$ cat config.mk
export PLATFORM = sky130hd
export DESIGN_NAME = snfp_queue
export DESIGN_NICKNAME = d
export VERILOG_FILES = /design/src/sv/snfp_pkg.sv /design/src/sv/snfp_queue.sv
export SDC_FILE = /design/constraint.sdc
export NUM_CORES = 1
export LEC_CHECK = 0
export BUFFER_PORTS_ARGS = -buffer_cell sky130_fd_sc_hd__buf_2
export CAP_MARGIN = 20
export CORE_ASPECT_RATIO = 0.75
export CORE_UTILIZATION = 54
export CTS_BUF_LIST = sky130_fd_sc_hd__clkbuf_8
export DETAILED_ROUTE_END_ITERATION = 8
export PLACE_DENSITY = 0.84
export SETUP_SLACK_MARGIN = 0.05
export SLEW_MARGIN = 20
export SYNTH_ARGS = -nofsm -noshare
export SYNTH_HDL_FRONTEND = slang
export SYNTH_SLANG_ARGS = --single-unit
$ cat constraint.sdc
create_clock -name clk -period 5.9 [get_ports clk]
set_input_delay 0 -clock clk [delete_from_list [all_inputs] [get_ports clk]]
set_output_delay 0 -clock clk [all_outputs]
set_load 0.005 [all_outputs]
$ cat src/sv/snfp_pkg.sv
`timescale 1ns / 1ps
package snfp_pkg;

    typedef struct packed {
        logic signed [31:0] p0_x;
        logic signed [31:0] p0_y;
        logic signed [31:0] p0_z;
        logic signed [31:0] p1_x;
        logic signed [31:0] p1_y;
        logic signed [31:0] p1_z;
        logic signed [31:0] p2_x;
        logic signed [31:0] p2_y;
        logic signed [31:0] p2_z;
    } in_item_t;

    typedef struct packed {
        logic signed [31:0] normal_x;
        logic signed [31:0] normal_y;
        logic signed [31:0] normal_z;
        logic               zero_length;
    } out_item_t;

    // classified job handed from front to back
    typedef struct packed {
        logic signed [31:0] cx;
        logic signed [31:0] cy;
        logic signed [31:0] cz;
        logic               norm;
    } job_t;

    localparam int QDEPTH = 2;
    localparam int QAW    = 1;

    typedef enum logic [2:0] {
        F_IDLE, F_MUL, F_SUB, F_SHIFT, F_PUSH
    } front_state_t;

    typedef enum logic [2:0] {
        B_IDLE, B_SQUARE, B_SQRT, B_DIV, B_OUT
    } back_state_t;

endpackage

$ cat src/sv/snfp_queue.sv
`timescale 1ns / 1ps
module snfp_queue (
    input  logic           clk,
    input  logic           rst_n,
    input  logic           push,
    input  snfp_pkg::job_t wdata,
    output logic           full,
    input  logic           pop,
    output logic           empty,
    output snfp_pkg::job_t rdata
);
    snfp_pkg::job_t mem_reg [snfp_pkg::QDEPTH];
    logic [snfp_pkg::QAW-1:0] wp_reg, rp_reg;
    logic [snfp_pkg::QAW:0]   cnt_reg;

    assign full  = (cnt_reg == (snfp_pkg::QAW+1)'(snfp_pkg::QDEPTH));
    assign empty = (cnt_reg == '0);
    assign rdata = mem_reg[rp_reg];

    always_ff @(posedge clk or negedge rst_n)
    begin
        if (!rst_n)
        begin
            wp_reg  <= '0;
            rp_reg  <= '0;
            cnt_reg <= '0;
        end
        else
        begin
            if (push) wp_reg <= wp_reg + 1'b1;
            if (pop)  rp_reg <= rp_reg + 1'b1;
            cnt_reg <= cnt_reg + (snfp_pkg::QAW+1)'(push) - (snfp_pkg::QAW+1)'(pop);
        end
    end

    always_ff @(posedge clk)
    begin
        if (push) mem_reg[wp_reg] <= wdata;
    end
endmodule

==> out/metrics.cfg <==
[status]
status=finished, final reports clean

[sta]
period_share=0.449
min_period_ps=2650
fin_setup_tns_ps=0
fmax_ghz=0.378
rsz0062_at_grt=false
setup_viol=0
maxSlewViolCount=0
skew_ps=7.87
hold_viol=0
worst_pin_slew_ps=773
relSlewSlack=0.485

[critical_path]
crit_chain=buf_4, mux2_2, buf_2
ff2ff_path_depth=2
path_class=reg2out
startpoint=rp_reg
crit_slowest_cell=dfrtp_4
cp.required_ps=5900
endpoint=rdata[33]
critical_path_depth=3
rrSetupSlack_ps=3770
critPathMaxStageDelay_ps=930
end_kind=output pin
worst-endpoint-arrival_ps=2650
r2r-end=mem_reg[1][79]
cp-start-kind=register
worstPathMaxFanout=56
rr_startpoint=wp_reg
cp_top_family=flip-flops
crit_buf_inv=2

[floorplanning]
design.core.area_sq_um=13100
die_h_microns=102
rows=36
initial_core_util=0.557
die_area_sq_um=13900
fp.dieW_microns=136
ios=200

[global_route]
grt_max_degree=57
grt_pass1_wl_microns=21500
grt.total_usage=0.216
globalRoute.totalOverflow=0
antenna_found_initial=0
grt_pass1_vias=4237

[finish]
final_cell_mix=buf_2 (199), edfxtp_1 (194), dlygate4sd3_1 (101)
area_growth_pct=35.1
fin_area_sq_um=9820
layout_commonest_cell=buf_2
final_layout_size_suffix_gt1_frac=0.510
largest_reg_flops=194
post-route-util=0.752
n_antenna_cell=0
nets=733

[clock_network]
clock_latency_ps=440
clockBufferDepth=2
path_clk_slew_ps=90
numCtsBuffers=17
cts_root_buf=clkbuf_8
cts_sinks=198
cts_tree=built
htreeDepth=4

[power_and_ir_drop]
finalPower_w=0.00390
ir_drop_mv=0.309
p_leak_nw=3.81
power_density_nw_per_um2=397

[placed_design]
io_buffers=199
dpl-instance-area_sq_um=8480
place_congestion=0.722
hpwl_microns=8690

[drt]
antenna_left=0
vias_per_cell=5.00
dr_total_vias=4059
first_iter_violations=175
wirelength_microns=14800
wl_per_cell_microns=18.2
drc_errors=0
first_pass_iters=4

[hold_path]
worstHoldPathType=in2reg

[logic_synthesis]
syn-num-nets=420
syn_area_per_cell_sq_um=22.9
ys_seq_area_frac=0.815
synth_warnings=0
synthCells=317
yosys_register_bits=198
synth_area_sq_um=7270
synth_cell_types=13

[run]
cap_viol_max_count=0

[worst min-delay path by stage]
stage                     startpoint             end  cells past startpoint
after global routing       wdata[46]  mem_reg[1][46]                      2
after CTS                   wdata[7]   mem_reg[1][7]                      2
after floorplan                rst_n      cnt_reg[0]                      0
after detailed placement       rst_n          rp_reg                      1
after global placement         rst_n      cnt_reg[0]                      1
final                      wdata[82]  mem_reg[0][82]                      2
[report_power, final]
group	switching (W)	internal [W]	leakage (nW)
Combinational	0.000506	0.000637	1.77
Clock	0.000425	0.000320	0.171
Sequential	0.000145	0.00187	1.87
[per-layer routing]
metal  GRT usage  vias to the layer above  part of all wire
met2       0.372                      175              0.51
met5           0                        -                 0
li1            -                     1879                 -
met1       0.254                     1983              0.39
met4      0.0940                        0             0.017
met3      0.0670                       22             0.079
[logic make-up (layout without fill, tap and decap cells)]
logic type / Yosys count / after routing / synth area share
adder cells (fa/ha/maj): 2 / 2 / 0.00344
XOR/XNOR: 3 / 3 / 0.00568
AND/OR/NAND/NOR: 4 / 4 / 0.00310
multiplexers: 97 / 97 / 0.161
buffers and inverters: 13 / 337 / 0.0120
flip-flops: 198 / 198 / 0.815
[cell usage after synthesis (all sizes together)]
cell    number  area share
ha           2      0.0034
and2         1     0.00086
dfrtp        4       0.014
buf         11       0.011
xor2         2      0.0024
nor2         1     0.00052
nor2b        2      0.0017
edfxtp     194        0.80
mux2        97        0.16
inv          2      0.0010
xor3         1      0.0033
[timing repair]
action	4_1_cts	5_1_grt
hold buffers	101	0
setup buffers	0	0
endpoints found under the hold margin	201	0
gates resized for setup	0	0
[cell type report]
class,count,area [sq um]
tap,171,214
sequential,198,5930
inverter,2,7.51
fill,749,3240
timing repair buffer,305,2080
clock buffer,17,234
clock inverter,13,93.8
multi-input combinational,106,1270
[stage by stage]
step                      setup slack [ps]  instances  hold slack (ps)
after global routing                  3130        812              247
after CTS                             3230        812              240
after global placement                3340        679             -194
after detailed placement              3730        681             -188
after floorplan                        638        317             -296
final                                 3250        812              279
[worst reg2reg max path, stage by stage, from the launching register on]
cell,delay (ps)
dfrtp_1,430
and2_4,570
buf_4,710
Note: power is estimated with default switching activity, not from simulation.
