**src/sv/snfp_pkg.sv**
```systemverilog
`timescale 1ns / 1ps
package snfp_pkg;

    typedef struct packed {
        logic signed [31:0] p0_x;
        logic signed [31:0] p0_y;
        logic signed [31:0] p0_z;
        logic signed [31:0] p1_x;
        logic signed [31:0] p1_y;
        logic signed [31:0] p1_z;
        logic signed [31:0] p2_x;
        logic signed [31:0] p2_y;
        logic signed [31:0] p2_z;
    } in_item_t;

    typedef struct packed {
        logic signed [31:0] normal_x;
        logic signed [31:0] normal_y;
        logic signed [31:0] normal_z;
        logic               zero_length;
    } out_item_t;

    // classified job handed from front to back
    typedef struct packed {
        logic signed [31:0] cx;
        logic signed [31:0] cy;
        logic signed [31:0] cz;
        logic               norm;
    } job_t;

    localparam int QDEPTH = 2;
    localparam int QAW    = 1;

    typedef enum logic [2:0] {
        F_IDLE, F_MUL, F_SUB, F_SHIFT, F_PUSH
    } front_state_t;

    typedef enum logic [2:0] {
        B_IDLE, B_SQUARE, B_SQRT, B_DIV, B_OUT
    } back_state_t;

endpackage

```
**src/sv/snfp_back.sv**
```systemverilog
`timescale 1ns / 1ps
module snfp_back (
    input  logic                clk,
    input  logic                rst_n,
    input  logic                q_empty,
    output logic                pop,
    input  snfp_pkg::job_t      job,
    output logic                out_valid,
    input  logic                out_ready,
    output snfp_pkg::out_item_t out_data
);
    snfp_pkg::back_state_t state_reg, state_next;
    logic signed [31:0] c_reg [3];
    logic [1:0] k_reg;
    logic [63:0] sum_reg;
    logic [63:0] rem_reg, root_reg;
    logic [5:0] step_reg;
    logic [31:0] abs_c, sq_a;
    logic [63:0] sq;
    // division: unsigned |c|<<16 (48 bits) by mag (32 bits)
    logic [47:0] dq_reg;
    logic [32:0] dr_reg;
    logic [5:0]  dcnt_reg;
    logic [33:0] dtrial;
    logic [63:0] strial;
    logic [63:0] rem_sh;
    logic [31:0] res_reg [3];
    logic        flag_reg;

    function automatic logic [31:0] abs_c0(input logic signed [31:0] v);
        return v[31] ? 32'(-v) : 32'(v);
    endfunction

    always_comb
    begin
        state_next = state_reg;
        unique case (state_reg)
            snfp_pkg::B_IDLE:
                if (!q_empty)
                    state_next = job.norm ? snfp_pkg::B_SQUARE : snfp_pkg::B_OUT;
            snfp_pkg::B_SQUARE: if (k_reg == 2'd2) state_next = snfp_pkg::B_SQRT;
            snfp_pkg::B_SQRT:
                if (step_reg == 6'd32)
                    state_next = (root_reg == '0) ? snfp_pkg::B_OUT : snfp_pkg::B_DIV;
            snfp_pkg::B_DIV:
                if (dcnt_reg == 6'd48 && k_reg == 2'd2) state_next = snfp_pkg::B_OUT;
            snfp_pkg::B_OUT: if (out_ready) state_next = snfp_pkg::B_IDLE;
            default: state_next = snfp_pkg::B_IDLE;
        endcase
    end

    always_comb
    begin
        pop       = (state_reg == snfp_pkg::B_IDLE) && !q_empty;
        out_valid = (state_reg == snfp_pkg::B_OUT);
        out_data.normal_x    = res_reg[0];
        out_data.normal_y    = res_reg[1];
        out_data.normal_z    = res_reg[2];
        out_data.zero_length = flag_reg;
    end

    always_comb
    begin
        abs_c  = c_reg[k_reg][31] ? 32'(-c_reg[k_reg]) : 32'(c_reg[k_reg]);
        sq_a   = abs_c;
        sq     = sq_a * sq_a;
        rem_sh = {rem_reg[61:0], sum_reg[63:62]};
        strial = rem_sh - {root_reg[61:0], 2'b01};
        dtrial = {dr_reg, dq_reg[47]} - {2'b00, root_reg[31:0]};
    end

    always_ff @(posedge clk or negedge rst_n)
    begin
        if (!rst_n)
            state_reg <= snfp_pkg::B_IDLE;
        else
            state_reg <= state_next;
    end

    always_ff @(posedge clk)
    begin
        unique case (state_reg)
            snfp_pkg::B_IDLE:
                begin
                    c_reg[0] <= job.cx;
                    c_reg[1] <= job.cy;
                    c_reg[2] <= job.cz;
                    res_reg[0] <= job.cx;
                    res_reg[1] <= job.cy;
                    res_reg[2] <= job.cz;
                    flag_reg <= 1'b0;
                    k_reg    <= '0;
                    sum_reg  <= '0;
                end
            snfp_pkg::B_SQUARE:
                begin
                    sum_reg  <= sum_reg + sq;
                    k_reg    <= k_reg + 2'd1;
                    rem_reg  <= '0;
                    root_reg <= '0;
                    step_reg <= '0;
                end
            snfp_pkg::B_SQRT:
                if (step_reg != 6'd32)
                begin
                    // two bits of radicand per step, restoring
                    sum_reg  <= {sum_reg[61:0], 2'b00};
                    step_reg <= step_reg + 6'd1;
                    if (!strial[63] && rem_sh >= {root_reg[61:0], 2'b01})
                    begin
                        rem_reg  <= strial;
                        root_reg <= {root_reg[62:0], 1'b1};
                    end
                    else
                    begin
                        rem_reg  <= rem_sh;
                        root_reg <= {root_reg[62:0], 1'b0};
                    end
                end
                else
                begin
                    k_reg    <= '0;
                    dcnt_reg <= '0;
                    dr_reg   <= '0;
                    dq_reg   <= {abs_c0(c_reg[0]), 16'h0000};
                    if (root_reg == '0)
                    begin
                        flag_reg   <= 1'b1;
                        res_reg[0] <= '0;
                        res_reg[1] <= '0;
                        res_reg[2] <= '0;
                    end
                end
            snfp_pkg::B_DIV:
                if (dcnt_reg != 6'd48)
                begin
                    dcnt_reg <= dcnt_reg + 6'd1;
                    if (!dtrial[33])
                    begin
                        dr_reg <= dtrial[32:0];
                        dq_reg <= {dq_reg[46:0], 1'b1};
                    end
                    else
                    begin
                        dr_reg <= {dr_reg[31:0], dq_reg[47]};
                        dq_reg <= {dq_reg[46:0], 1'b0};
                    end
                end
                else
                begin
                    // quotient fits since |c| <= mag
                    res_reg[k_reg] <= c_reg[k_reg][31] ? 32'(-dq_reg) : dq_reg[31:0];
                    k_reg    <= k_reg + 2'd1;
                    dcnt_reg <= '0;
                    dr_reg   <= '0;
                    dq_reg   <= {abs_c0(c_reg[(k_reg == 2'd2) ? 2'd2 : k_reg + 2'd1]),
                                 16'h0000};
                end
            snfp_pkg::B_OUT: ;
            default: ;
        endcase
    end
endmodule

```
**config.mk**
```make
export PLATFORM = sky130hd
export DESIGN_NAME = snfp_back
export DESIGN_NICKNAME = d
export VERILOG_FILES = /design/src/sv/snfp_pkg.sv /design/src/sv/snfp_back.sv
export SDC_FILE = /design/constraint.sdc
export NUM_CORES = 2
export LEC_CHECK = 0
export BUFFER_PORTS_ARGS = -buffer_cell sky130_fd_sc_hd__buf_2
export CAP_MARGIN = 20
export CORE_ASPECT_RATIO = 0.75
export CORE_MARGIN = 5
export CORE_UTILIZATION = 60
export CTS_CLUSTER_SIZE = 40
export DETAILED_ROUTE_END_ITERATION = 6
export PLACE_DENSITY = 0.77
export SETUP_SLACK_MARGIN = 0.1
export SLEW_MARGIN = 20
export SYNTH_ARGS = -nofsm -noshare
export SYNTH_HDL_FRONTEND = slang
export SYNTH_SLANG_ARGS = --single-unit
export TNS_END_PERCENT = 50
```
**constraint.sdc**
```tcl
create_clock -name clk -period 14.2 [get_ports clk]
set_clock_uncertainty 0.15 [all_clocks]
set_input_delay 2.84 -clock clk [delete_from_list [all_inputs] [get_ports clk]]
set_output_delay 2.84 -clock clk [all_outputs]
set_load 0.05 [all_outputs]
```
==> impl_metrics.py <==
metrics = {
    "clock_tree": {
        "clk_pin_slew_worst_paths_ns": 0.07,
        "cts_hold_buffers": 0,
        "post-cts-setup-buffer-count": 0,
        "insertion_delay_ns": 0.66,
        "postCtsResizedCells": 0,
        "cts_inserted_buffers": 53,
        "tritoncts": "built",
        "cts_max_path_buffers": 3,
        "cts.root.buffer_cell": "clkbuf_16",
        "cts.sinks": 483,
        "ctsHtreeMaxLevel": 2,
    },
    "layout": {
        "fillerInstances": 7801,
        "final_layout_size_suffix_gt1_share_pct": 8.17,
        "area.growth.synth_to_final_pct": 7.13,
        "most_common_cell_after_layout_fill_and_taps_aside": "inv_1",
        "nNetsFinal": 7554,
        "final_core_util_pct": 64.9,
        "most-common-layout-cells": "1259 x inv_1, 873 x fa_1, 525 x nand2_1, 524 x nor2_1, 478 x edfxtp_1",
    },
    "setup_path": {
        "arrival_time_worst_endpoint_ns": 13.08,
        "worst-r2r-setup-slack_ns": 1.38,
        "timing.critical_path.mode_cell": "fa_1",
        "top_family_by_delay_on_critical_path": "adder cells",
        "timing.critical_path.to_type": "flop",
        "timing.critical_path.buf_inv": 11,
        "type_of_the_worst_setup_path": "flop to flop",
        "timing.critical_path.fanout_max": 20,
        "timing.critical_path.required_ns": 14.45,
        "crit_path_max_incr_delay_ns": 0.68,
        "critPathLaunchType": "flop",
        "critical-path-slowest-cell": "nor4_1",
    },
    "detailed_routing": {
        "routed_wl_mm": 165,
        "vias": 44900,
        "routed_via_density": 5.93,
        "detailedRoute.firstIterationViolations": 4716,
        "route.detailed.drc": 20,
        "drtPass1Iterations": 7,
        "final_antenna_net_count": 0,
        "routedWlPerCell_um": 21.8,
    },
    "place": {
        "dp_worst_setup_slack_ns": 1.75,
        "gpl.final_weighted_congestion": 0.968,
        "port_buffers": 199,
        "hpwl_mm": 129,
    },
    "timing": {
        "postLayoutSetupSlackWorst_ns": 1.38,
        "tightest_slew_ns": 1.16,
        "hold_violations": 0,
        "timing_max_transition_violations_final": 0,
        "rsz0062_at_grt": "false",
        "fin_crit_ns": 12.82,
        "finalCritPeriodShare_pct": 90.3,
        "max_freq_mhz": 78.0,
        "finalSetupTns_ns": 0,
        "maxSlewHeadroom_pct": 22.2,
        "finalSetupViolCount": 0,
    },
    "logic_synthesis": {
        "synth_cell_types": 111,
        "ys_seq_area_share_pct": 24.5,
        "yosys_most_used_dff": "edfxtp_1",
        "synthArstFlopShare_pct": 0.621,
        "synthesis.yosys.warnings": 0,
        "ys_seq_elements": 483,
        "edff_count_synth": 478,
        "post_synthesis_average_cell_area_um2": 9.64,
        "netlist_instances": 6120,
        "syn_area_mm2": 0.0590,
    },
    "grt": {
        "via_count_of_the_first_global_routing_pass": 46100,
        "grt_pass1_wl_mm": 261,
        "grt_antenna_before_repair": 3,
        "grt_overflow_total": 0,
        "global_route.usage.total_pct": 32.1,
        "grt_max_degree": 90,
    },
    "floorplan": {
        "vertical_die_dimension_um": 282,
        "rows": 99,
        "die_w_um": 372,
        "initial_util_pct": 60.6,
        "core_area_mm2": 0.0974,
        "io_pins": 200,
        "dieArea_mm2": 0.105,
    },
    "run": {
        "drv_cap": 0,
    },
    "min_path": {
        "min_path_type": "flop to flop",
    },
    "status": {
        "violated_checks": "DRC",
        "status": "finished, violations left",
    },
}
[cells by family after synthesis]
group                    count (synthesis)  share of synthesized area [%]
AND/OR/NAND/NOR                       1552                           11.9
adder cells (fa/ha/maj)               1227                           37.1
XOR/XNOR                               280                           4.22
flip-flops                             483                           24.5
multiplexers                           158                           2.82
buffers and inverters                 1530                           10.1
other                                    2                         0.0127
AO/OA/AOI/OAI                          888                           9.29
[layout make-up]
class                      instances  area [µm²]  share of cell area, %
tap                             1313        1640                   2.60
inverter                        1279        4800                   7.60
sequential                       483       14500                   22.9
clock buffer                      60        1350                   2.14
antenna                            3        7.51                 0.0119
multi-input combinational       4130       38900                   61.5
timing repair buffer             279        1620                   2.57
clock inverter                    38         420                  0.665
[metrics by stage]
step | area, µm² | hold slack, ns | std cells
6_report | 63200 | 0.403 | 7585
3_5_place_dp | 61400 | 0.397 | 7482
2_1_floorplan | 59100 | 0.360 | 6143
3_3_place_gp | 61400 | 0.390 | 7482
4_1_cts | 63100 | 0.406 | 7580
5_1_grt | 63200 | 0.440 | 7582
[metal layers]
metal	share of wire [%]	GRT usage (%)	vias to the layer above
li1	-	-	19900
met5	0.083	0.850	-
met1	41	46.7	22100
met3	13	8.87	364
met4	3.3	9.26	4
met2	43	47.6	2578
[path summary, 6_finish.rpt]
path                              startpoint            to  cells after the start
worst max register to register          flop   sum_reg[62]                     39
min in group asynchronous              rst_n  state_reg[0]                      1
worst max-delay path                    flop   sum_reg[62]                     39
worst min register to register  root_reg[62]  root_reg[63]                      1
max in group asynchronous              rst_n  state_reg[1]                      1
worst min-delay path            root_reg[62]  root_reg[63]                      1
[Yosys cell counts, types with 23 or more instances]
master | number | area (µm²)
and3_1 | 36 | 225
mux2i_1 | 125 | 1250
mux2_2 | 23 | 259
a21o_1 | 84 | 631
ha_1 | 354 | 4430
nand4_1 | 34 | 213
nor2b_1 | 31 | 194
clkbuf_1 | 157 | 589
nand3_1 | 171 | 856
nor3_1 | 44 | 220
nor4_1 | 30 | 188
fa_1 | 873 | 17500
a31oi_1 | 24 | 150
o211ai_1 | 32 | 240
inv_1 | 1259 | 4730
xnor2_1 | 144 | 1260
o22ai_1 | 28 | 175
a211oi_1 | 28 | 210
nand2_1 | 530 | 1990
nor2_1 | 526 | 1970
a21oi_1 | 220 | 1100
buf_2 | 51 | 255
edfxtp_1 | 478 | 14400
xor2_1 | 131 | 1150
o21ai_0 | 292 | 1460
o21bai_1 | 24 | 180
nand2b_1 | 31 | 194
Power is not shown: default switching activity piles up to over one toggle a cycle in this logic, so the estimate is an artifact.
